<file path="src/hdl/bcc_pkg.sv">
package bcc_pkg;

  // key count and field widths
  localparam int NUM_KEYS = 4;
  localparam int KEY_W    = 4;
  localparam int TS_W     = 32;
  localparam int CFG_W    = 16;
  localparam int CNT_W    = 8;
  localparam int IDX_W    = 1;

  // register indexes
  localparam logic [IDX_W-1:0] REG_LONG_PRESS_TIME     = 1'b0;
  localparam logic [IDX_W-1:0] REG_DOUBLE_CLICK_WINDOW = 1'b1;

  // register reset values
  localparam logic [CFG_W-1:0] LONG_PRESS_TIME_RST     = 16'd1000;
  localparam logic [CFG_W-1:0] DOUBLE_CLICK_WINDOW_RST = 16'd500;

  // events raised by one key on one tick
  typedef struct packed {
    logic long_press;
    logic single_click;
    logic double_click;
  } key_evt_t;

endpackage

</file>
<file path="src/hdl/bcc_key.sv">
module bcc_key
  import bcc_pkg::*;
(
  input  logic             clk,
  input  logic             rst_n,
  input  logic             step,
  input  logic             pressed,
  input  logic [TS_W-1:0]  now,
  input  logic [CFG_W-1:0] long_press_time,
  input  logic [CFG_W-1:0] double_click_window,
  output key_evt_t         evt
);

  typedef enum logic [1:0] {
    PH_RELEASED = 2'd0,
    PH_PRESSED  = 2'd1,
    PH_WAITING  = 2'd2,
    PH_LONG     = 2'd3
  } phase_t;

  phase_t            phase_r, phase_nxt;
  logic [TS_W-1:0]   time_r, time_nxt;
  logic [CNT_W-1:0]  count_r, count_nxt;
  logic [TS_W-1:0]   elapsed;
  logic              long_hit;
  logic              in_window;

  // modulo 2^32 elapsed time
  assign elapsed   = now - time_r;
  assign long_hit  = elapsed >= {{(TS_W-CFG_W){1'b0}}, long_press_time};
  assign in_window = elapsed <= {{(TS_W-CFG_W){1'b0}}, double_click_window};

  always_comb begin
    phase_nxt = phase_r;
    time_nxt  = time_r;
    count_nxt = count_r;
    evt       = '0;
    case (phase_r)
      PH_RELEASED: begin
        if (pressed) begin
          phase_nxt = PH_PRESSED;
          time_nxt  = now;
        end
      end
      PH_PRESSED: begin
        if (!pressed) begin
          phase_nxt = PH_WAITING;
          time_nxt  = now;
        end else if (long_hit) begin
          phase_nxt      = PH_LONG;
          evt.long_press = 1'b1;
        end
      end
      PH_WAITING: begin
        if (pressed && in_window) begin
          phase_nxt = PH_PRESSED;
          count_nxt = count_r + 1'b1;
        end else if (!in_window) begin
          evt.double_click = (count_r != '0);
          evt.single_click = (count_r == '0);
          count_nxt        = '0;
          phase_nxt        = PH_RELEASED;
        end
      end
      PH_LONG: begin
        // repeat count kept on purpose
        if (!pressed) begin
          phase_nxt = PH_RELEASED;
          time_nxt  = now;
        end
      end
      default: begin
        phase_nxt = PH_RELEASED;
      end
    endcase
  end

  always_ff @(posedge clk) begin
    if (!rst_n) begin
      phase_r <= PH_RELEASED;
      time_r  <= '0;
      count_r <= '0;
    end else if (step) begin
      phase_r <= phase_nxt;
      time_r  <= time_nxt;
      count_r <= count_nxt;
    end
  end

endmodule

</file>
<file path="src/hdl/button_click_classifier_unit.sv">
// Button click classifier. Each input word is one scan tick: a 32-bit
// millisecond timestamp and the pressed level of four keys. Every key runs
// its own released / pressed / waiting / long-press machine and the block
// returns exactly one output word per tick with three event masks (long
// press entered, single click, double click). A word is taken on every clock
// in which in_valid is high and in_stall is low; one word per cycle is
// sustained while out_stall stays low. A word passes through an input
// register, then the per-key update feeding the output register, before its
// result shows on the outputs. The output register lets a new word enter
// while a finished result waits on out_stall. Elapsed time is the wrapping
// difference of timestamps. The user must write the two thresholds through
// cfg_we / cfg_index / cfg_wdata only while the block is idle; the block
// itself does not enforce it. Index 0 is the long press time (reset 1000),
// index 1 the double click window (reset 500).
module button_click_classifier_unit
  import bcc_pkg::*;
(
  input  logic             clk,
  input  logic             rst_n,
  // config write port
  input  logic             cfg_we,
  input  logic [IDX_W-1:0] cfg_index,
  input  logic [CFG_W-1:0] cfg_wdata,
  // tick input
  input  logic             in_valid,
  output logic             in_stall,
  input  logic [TS_W-1:0]  in_timestamp,
  input  logic [KEY_W-1:0] in_key_pressed,
  // event output
  output logic             out_valid,
  input  logic             out_stall,
  output logic [KEY_W-1:0] out_long_press_mask,
  output logic [KEY_W-1:0] out_single_click_mask,
  output logic [KEY_W-1:0] out_double_click_mask
);

  // threshold registers
  logic [CFG_W-1:0] long_press_time_r;
  logic [CFG_W-1:0] double_click_window_r;

  // input stage
  logic             s1_valid_r;
  logic [TS_W-1:0]  s1_time_r;
  logic [KEY_W-1:0] s1_keys_r;

  // output stage
  logic             out_valid_r;
  logic [KEY_W-1:0] lp_mask_r, lp_mask_nxt;
  logic [KEY_W-1:0] sc_mask_r, sc_mask_nxt;
  logic [KEY_W-1:0] dc_mask_r, dc_mask_nxt;

  logic     advance;   // input stage word moves into the output register
  logic     accept;
  key_evt_t evt [NUM_KEYS];

  // output register free or being emptied this cycle
  assign advance  = s1_valid_r && (!out_valid_r || !out_stall);
  assign in_stall = s1_valid_r && !advance;
  assign accept   = in_valid && !in_stall;

  always_ff @(posedge clk) begin
    if (!rst_n) begin
      long_press_time_r     <= LONG_PRESS_TIME_RST;
      double_click_window_r <= DOUBLE_CLICK_WINDOW_RST;
    end else if (cfg_we) begin
      case (cfg_index)
        REG_LONG_PRESS_TIME:     long_press_time_r     <= cfg_wdata;
        REG_DOUBLE_CLICK_WINDOW: double_click_window_r <= cfg_wdata;
        default: ;
      endcase
    end
  end

  // input register
  always_ff @(posedge clk) begin
    if (!rst_n) begin
      s1_valid_r <= 1'b0;
    end else if (accept) begin
      s1_valid_r <= 1'b1;
    end else if (advance) begin
      s1_valid_r <= 1'b0;
    end
  end

  always_ff @(posedge clk) begin
    if (accept) begin
      s1_time_r <= in_timestamp;
      s1_keys_r <= in_key_pressed;
    end
  end

  // one machine per key, stepped when the tick moves on
  for (genvar k = 0; k < NUM_KEYS; k++) begin : g_key
    logic key_level;
    if (k < KEY_W) begin : g_wired
      assign key_level = s1_keys_r[k];
    end else begin : g_unwired
      // keys past the input field never read as pressed
      assign key_level = 1'b0;
    end

    bcc_key u_key (
      .clk                 (clk),
      .rst_n               (rst_n),
      .step                (advance),
      .pressed             (key_level),
      .now                 (s1_time_r),
      .long_press_time     (long_press_time_r),
      .double_click_window (double_click_window_r),
      .evt                 (evt[k])
    );
  end

  // gather masks, cut to the field width
  always_comb begin
    lp_mask_nxt = '0;
    sc_mask_nxt = '0;
    dc_mask_nxt = '0;
    for (int k = 0; k < NUM_KEYS; k++) begin
      if (k < KEY_W) begin
        lp_mask_nxt[k] = evt[k].long_press;
        sc_mask_nxt[k] = evt[k].single_click;
        dc_mask_nxt[k] = evt[k].double_click;
      end
    end
  end

  // output register
  always_ff @(posedge clk) begin
    if (!rst_n) begin
      out_valid_r <= 1'b0;
    end else if (advance) begin
      out_valid_r <= 1'b1;
    end else if (!out_stall) begin
      out_valid_r <= 1'b0;
    end
  end

  always_ff @(posedge clk) begin
    if (advance) begin
      lp_mask_r <= lp_mask_nxt;
      sc_mask_r <= sc_mask_nxt;
      dc_mask_r <= dc_mask_nxt;
    end
  end

  assign out_valid             = out_valid_r;
  assign out_long_press_mask   = lp_mask_r;
  assign out_single_click_mask = sc_mask_r;
  assign out_double_click_mask = dc_mask_r;

endmodule

</file>
<file path="config.mk">
export PLATFORM = sky130hd
export DESIGN_NAME = button_click_classifier_unit
export DESIGN_NICKNAME = d
export VERILOG_FILES = /design/src/hdl/bcc_pkg.sv /design/src/hdl/bcc_key.sv /design/src/hdl/button_click_classifier_unit.sv
export SDC_FILE = /design/constraint.sdc
export NUM_CORES = 1
export LEC_CHECK = 0
export BUFFER_PORTS_ARGS = -buffer_cell sky130_fd_sc_hd__buf_2
export CAP_MARGIN = 20
export CORE_MARGIN = 10
export CORE_UTILIZATION = 55
export CTS_CLUSTER_SIZE = 10
export DETAILED_ROUTE_END_ITERATION = 12
export HOLD_SLACK_MARGIN = 0.1
export PLACE_DENSITY = 0.72
export SYNTH_ARGS = -nofsm -noshare
export SYNTH_HDL_FRONTEND = slang
export SYNTH_HIERARCHICAL = 1
export SYNTH_SLANG_ARGS = --single-unit
</file>
<file path="constraint.sdc">
create_clock -name clk -period 5.1 [get_ports clk]
set_input_delay 1.02 -clock clk [delete_from_list [all_inputs] [get_ports clk]]
set_output_delay 1.02 -clock clk [all_outputs]
set_load 0.1 [all_outputs]
</file>
==> impl_metrics.json, run 1 <==
{
  "p_leak_uw": 0.00948,
  "fin_nets": 3188,
  "setup_ws_ps": 549,
  "seqCellArea_mm2": 0.00549,
  "row_count": 73,
  "grt_max_degree": 106,
  "cts_buffer_depth": 3,
  "r2r_slack_ps": 550,
  "place_area_mm2": 0.0228,
  "reg2reg_to": "g_key[3].u_key/count_r[7]",
  "drt_pass1_iterations": 8,
  "slowest_delay_ps": 610,
  "setup_tns_ps": 0,
  "track_usage_pct": 28.3,
  "first_iter_violations": 1917,
  "num_vias": 20900,
  "hold_slack_ps": 464,
  "whs_path_depth": 2,
  "clkSinkCount": 250,
  "yosys.area.top_type_share_pct": 18.4,
  "grt_first_pass_wirelength_mm": 109,
  "maxSlewHeadroom_pct": 25.6,
  "wirelength_mm": 70.6,
  "pin_count": 72,
  "min_from": "g_key[2].u_key/time_r[8]",
  "ys_seq_elements": 250,
  "syn_avg_cell_area_um2": 7.75,
  "p_seq_share_pct": 35.3,
  "drc": 0,
  "drive_above_1_share_pct": 8.14,
  "dp_slack_ps": 605,
  "post_cts_resized": 0,
  "fin_crit_ps": 4550,
  "fp.coreArea_mm2": 0.0396,
  "async_reset_ff_share_pct": 0,
  "ctsHoldBuffers": 0,
  "fin_skew_ps": 25.0,
  "postCtsSetupRepairBufs": 0,
  "critPathKind": "register to register",
  "cpMaxStageDelayCell": "a2111oi_0",
  "synthDistinctLibCells": 102,
  "final_common_cell": "nand2_1",
  "setup_viol": 0,
  "routedWlPerCell_um": 20.7,
  "cp_max_fo": 8,
  "rsz0062_at_grt": "no",
  "synthTopCellsByArea": "dfxtp_1 (18%), ha_1 (15%), nand2_1 (7.9%)",
  "hold_viol": 0,
  "path_cells": "inv_1 -> ha_1 -> fa_1 -> nand2b_1 -> a21oi_2 -> nor2_1 -> o21ai_0 -> xor2_1 -> ha_1 -> a21o_1 -> a21o_1 -> a21oi_1 -> o21ai_0 -> a21oi_1 -> a31oi_1 -> nor2_1 -> nor4b_2 -> a2111oi_0 -> xnor2_1 -> nor2_1",
  "cp.required_ps": 5580,
  "postSynthCellCount": 2837,
  "port_buffers": 71,
  "ys_seq_area_share_pct": 25.0,
  "p_int_uw": 4080,
  "cellPowerDensity_mw_per_mm2": 265,
  "combPwrFrac_pct": 31.0,
  "cts.clk_slew.worst_paths_ps": 60,
  "whs_endpoint": "g_key[2].u_key/time_r[8]",
  "end_kind": "register",
  "syn_to_final_growth_pct": 8.06,
  "max_freq_mhz": 220,
  "clkPwrFrac_pct": 33.7,
  "synth-edff-count": 48,
  "antenna_found_initial": 2,
  "cts_tree": "built",
  "ir_drop_v": 0.000279,
  "cp_common_cell": "nor2_1",
  "first_global_vias": 20000,
  "h-tree-depth": 1,
  "syn_nets": 3159,
  "die_x_um": 220,
  "fill_cells": 3621,
  "antenna_left": 0,
  "viasPerCell": 6.13,
  "synth_area_mm2": 0.0220,
  "yosysWarningCount": 6,
  "final_max_slew_viol_count": 0,
  "yosysTopAreaCell": "dfxtp_1",
  "worst-r2r-cell-count": 20,
  "fp.dieH_um": 220,
  "cap_violations": 0,
  "gr-total-overflow": 0,
  "start_util_pct": 55.4,
  "multi_input_area_mm2": 0.0148,
  "fin_crit_sh_pct": 89.2,
  "root_buffer": "clkbuf_16",
  "swShare_pct": 35.1,
  "ys.flop_type": "dfxtp_1",
  "gp_congestion": 0.980,
  "final_cell_area_mm2": 0.0237,
  "insertion_delay_ps": 600,
  "dp.cells": 3357,
  "status": "finished clean",
  "stdcell_count": 3412,
  "worstPathArrival_ps": 5030,
  "numCtsBuffers": 31,
  "start_kind": "register",
  "most-common-layout-cells": "nand2_1 (461), inv_1 (305), ha_1 (260)",
  "dp_hpwl_mm": 53.8,
  "r2r-start": "s1_time_r[0]",
  "hold_path_class": "register to register",
  "die_area_mm2": 0.0483,
  "switching_power_uw": 2210,
  "worst_slew_pin_slew_ps": 1120
}
through the flow:
stage          utilization, %  total power [uW]
3_5_place_dp             57.4              4150
3_3_place_gp             57.2              4090
5_1_grt                  59.9              6620
4_1_cts                  59.8              6290
2_1_floorplan               -              3620
6_report                 59.9              6280
Yosys cell counts, drive strengths merged, types with 6 or more instances:
master	count
nand4	88
o221ai	8
nand2b	36
nand3	56
mux2i	28
o2111ai	17
a211o	8
a31oi	11
nor3b	6
o211ai	34
nor4b	8
o31ai	11
inv	305
a21o	77
edfxtp	48
o22ai	14
nand4b	6
nor3	35
xnor2	54
a221oi	7
or3	21
and3	19
nor2b	20
nor4	17
o21ai	135
a21boi	144
or2	10
a21oi	207
and4	7
clkbuf	64
nand2	461
o21a	39
buf	50
and2	23
a2111oi	12
nor2	134
ha	260
a211oi	20
or4	15
a2111o	6
dfxtp	202
xor2	37
worst max path at each step:
stage | from | end | slack, ps | cells past startpoint
after floorplan | s1_time_r[8] | g_key[3].u_key/count_r[7] | 1070 | 20
after global placement | s1_time_r[0] | g_key[3].u_key/count_r[7] | 740 | 20
after detailed placement | s1_time_r[8] | g_key[3].u_key/count_r[7] | 610 | 19
after CTS | s1_time_r[0] | g_key[3].u_key/count_r[7] | 600 | 20
after global routing | s1_time_r[8] | g_key[3].u_key/count_r[7] | 160 | 19
final | s1_time_r[0] | g_key[3].u_key/count_r[7] | 550 | 20
layout make-up:
class                      instances  share of cell area (%)
multi-input combinational       2168                    62.2
sequential                       250                    23.1
inverter                         305                    4.82
clock buffer                      49                    3.73
timing repair buffer             110                    3.08
tap                              525                    2.77
clock inverter                     4                   0.274
antenna                            1                  0.0105
power groups by stage:
stage / clock network (uW) / registers (uW) / logic (uW)
floorplan: 0 / 2220 / 1400
global placement: 0 / 2250 / 1840
detailed placement: 0 / 2250 / 1900
CTS: 2160 / 2210 / 1920
global route: 2240 / 2220 / 2160
finish: 2120 / 2220 / 1950
logic make-up (layout without fill, tap and decap cells):
| group | count (synthesis) | in the layout | synth area share [%] |
|---|---|---|---|
| adder cells (fa/ha/maj) | 264 | 264 | 15.2 |
| flip-flops | 250 | 250 | 25.0 |
| other | 0 | 1 | 0 |
| multiplexers | 33 | 33 | 1.53 |
| XOR/XNOR | 91 | 91 | 3.63 |
| buffers and inverters | 419 | 468 | 7.89 |
| AO/OA/AOI/OAI | 799 | 799 | 24.9 |
| AND/OR/NAND/NOR | 981 | 981 | 21.9 |
state kept, by name, indices dropped and copies added, names as in the netlist:
signal and count:
g_key.u_key/time_r 128, g_key.u_key/count_r 32, s1_time_r 32, double_click_window_r 16
long_press_time_r 16, g_key.u_key/phase_r 8, out_double_click_mask 4, out_long_press_mask 4
out_single_click_mask 4, s1_keys_r 4, out_valid 1, s1_valid_r 1
metal layers:
| metal | wire, um | track usage, % |
|---|---|---|
| met5 | 0 | 0 |
| met4 | 5380 | 20.2 |
| met3 | 4770 | 4.35 |
| met2 | 31800 | 45.7 |
| met1 | 28600 | 34.0 |
worst max-delay path: cells and delay by family (launching register included):
kind	cells	cell delay [ps]
AOI/OAI and AO/OA	9	1920
xor gates and xnor gates	2	470
adders and majority gates	3	830
buffers and inverters	1	70
DFF	1	470
and+or+nand+nor	5	670
(Power assumes the default switching activity.)
==> inputs of run 2 (changes only) <==
CORE_UTILIZATION = 52   (was 55)
PLACE_DENSITY = 0.69   (was 0.72)
==> run 2 against run 1 <==
Cell area grew 0.48%. Maximum frequency grew 0.68%. Critical path type unchanged. Routed wire length shrank 1.2%. Flip-flop and latch count is the same.
==> impl_metrics.json, run 2 (synthesized netlist as in run 1, its figures left out) <==
{
  "status": "finished clean",
  "cp_common_cell": "a21oi_1",
  "clkSinkCount": 250,
  "cts_buffer_depth": 3,
  "drc": 0,
  "start_kind": "register",
  "critPathBufInv": 1,
  "ctsHoldBuffers": 0,
  "die_x_um": 226,
  "root_buffer": "clkbuf_16",
  "fp.coreArea_mm2": 0.0419,
  "gr-total-overflow": 0,
  "insertion_delay_ps": 550,
  "first_iter_violations": 1673,
  "multi_input_area_mm2": 0.0148,
  "path_cells": "buf_4 -> ha_1 -> a21o_1 -> a21oi_1 -> nand2_1 -> a21o_1 -> a21oi_1 -> xnor2_1 -> ha_1 -> a211o_1 -> a211oi_1 -> a21oi_1 -> a2bb2oi_1 -> nor2_1 -> nand2_1 -> nor4_4 -> nor2_1 -> o22ai_1",
  "numCtsBuffers": 34,
  "dp_hpwl_mm": 53.6,
  "end_kind": "register",
  "cp.required_ps": 5560,
  "post_cts_resized": 0,
  "routedWlPerCell_um": 20.3,
  "syn_to_final_growth_pct": 8.58,
  "largest_register_ffs": 128,
  "fp.dieH_um": 226,
  "crit_family": "compound AO/OA/AOI/OAI gates",
  "gp_congestion": 0.969,
  "worstPathArrival_ps": 4980,
  "grt_first_pass_wirelength_mm": 108,
  "drive_above_1_share_pct": 8.47,
  "fin_skew_ps": 21.9,
  "fin_crit_ps": 4520,
  "cts.clk_slew.worst_paths_ps": 60,
  "cellPowerDensity_mw_per_mm2": 270,
  "setup_viol": 0,
  "hold_viol": 0,
  "most-common-layout-cells": "nand2_1 (461), inv_1 (305), ha_1 (260)",
  "row_count": 75,
  "viasPerCell": 6.03,
  "drt_pass1_iterations": 6,
  "pin_count": 72,
  "fill_cells": 3935,
  "fin_crit_sh_pct": 88.6,
  "largest_register": "g_key.u_key/time_r",
  "ir_drop_v": 0.000263,
  "setup_tns_ps": 0,
  "p_leak_uw": 0.00954,
  "first_global_vias": 19600,
  "grt_max_degree": 74,
  "start_util_pct": 52.5,
  "num_vias": 20700,
  "die_area_mm2": 0.0509,
  "antenna_found_initial": 1,
  "place_area_mm2": 0.0227,
  "cts_tree": "built",
  "h-tree-depth": 2,
  "worst_slew_pin_slew_ps": 961,
  "final_common_cell": "nand2_1",
  "cpMaxStageDelayCell": "nor4_4",
  "fin_nets": 3190,
  "wirelength_mm": 69.7,
  "cp_max_fo": 14,
  "rsz0062_at_grt": "no",
  "final_max_slew_viol_count": 0,
  "postCtsSetupRepairBufs": 0,
  "diodes": 0,
  "final_cell_area_mm2": 0.0239,
  "slowest_delay_ps": 530,
  "critPathKind": "register to register",
  "seqCellArea_mm2": 0.00549,
  "maxSlewHeadroom_pct": 35.9,
  "port_buffers": 71,
  "antenna_left": 0,
  "hold_path_class": "register to register",
  "max_freq_mhz": 221,
  "track_usage_pct": 26.8,
  "top_regs": "g_key.u_key/time_r: 128 flops, g_key.u_key/count_r: 32 flops, s1_time_r: 32 flops",
  "cap_violations": 0
}
-- run 2: area by class of cell --
class / instances / area share (%)
multi-input combinational: 2168 / 61.9
sequential: 250 / 23.0
inverter: 305 / 4.80
clock buffer: 53 / 4.25
timing repair buffer: 109 / 3.03
tap: 539 / 2.83
clock inverter: 7 / 0.184
-- run 2: tightest hold or removal path, delay by kind of cell (launching register included) --
family             cells  cell delay [ps]
DFF                    1              300
AOI/OAI and AO/OA      1               60
and+or+nand+nor        1               40
-- run 2: where the power goes --
part	switching (uW)	internal [uW]	total [uW]
combinational	1200	754	1950
sequential	121	2090	2220
clock	917	1360	2280
total	2240	4210	6450
-- run 2: metrics by stage --
step                setup slack (ps)  hold slack (ps)  total power, uW  utilization [%]  instances
floorplan                       1070              443             3620                -       2837
global placement                 717              449             4100             54.3       3367
detailed placement               644              455             4150             54.3       3368
CTS                              595              463             6460             56.8       3428
global route                     140              479             6790             57.0       3431
finish                           580              458             6450             57.0       3431
-- run 2: path summary, 6_finish.rpt --
path,startpoint,end,slack (ps),cells past startpoint
worst min register to register,g_key[1].u_key/time_r[27],g_key[1].u_key/time_r[27],460,2
worst min-delay path,g_key[1].u_key/time_r[27],g_key[1].u_key/time_r[27],460,2
worst max register to register,s1_time_r[3],g_key[1].u_key/count_r[1],580,18
worst max-delay path,s1_time_r[3],g_key[1].u_key/count_r[1],580,18
-- run 2: routing by layer --
| metal | wire length [um] | track usage (%) |
|---|---|---|
| met1 | 29300 | 32.6 |
| met2 | 32900 | 45.3 |
| met3 | 3770 | 3.83 |
| met4 | 3710 | 13.6 |
| met5 | 13 | 0 |
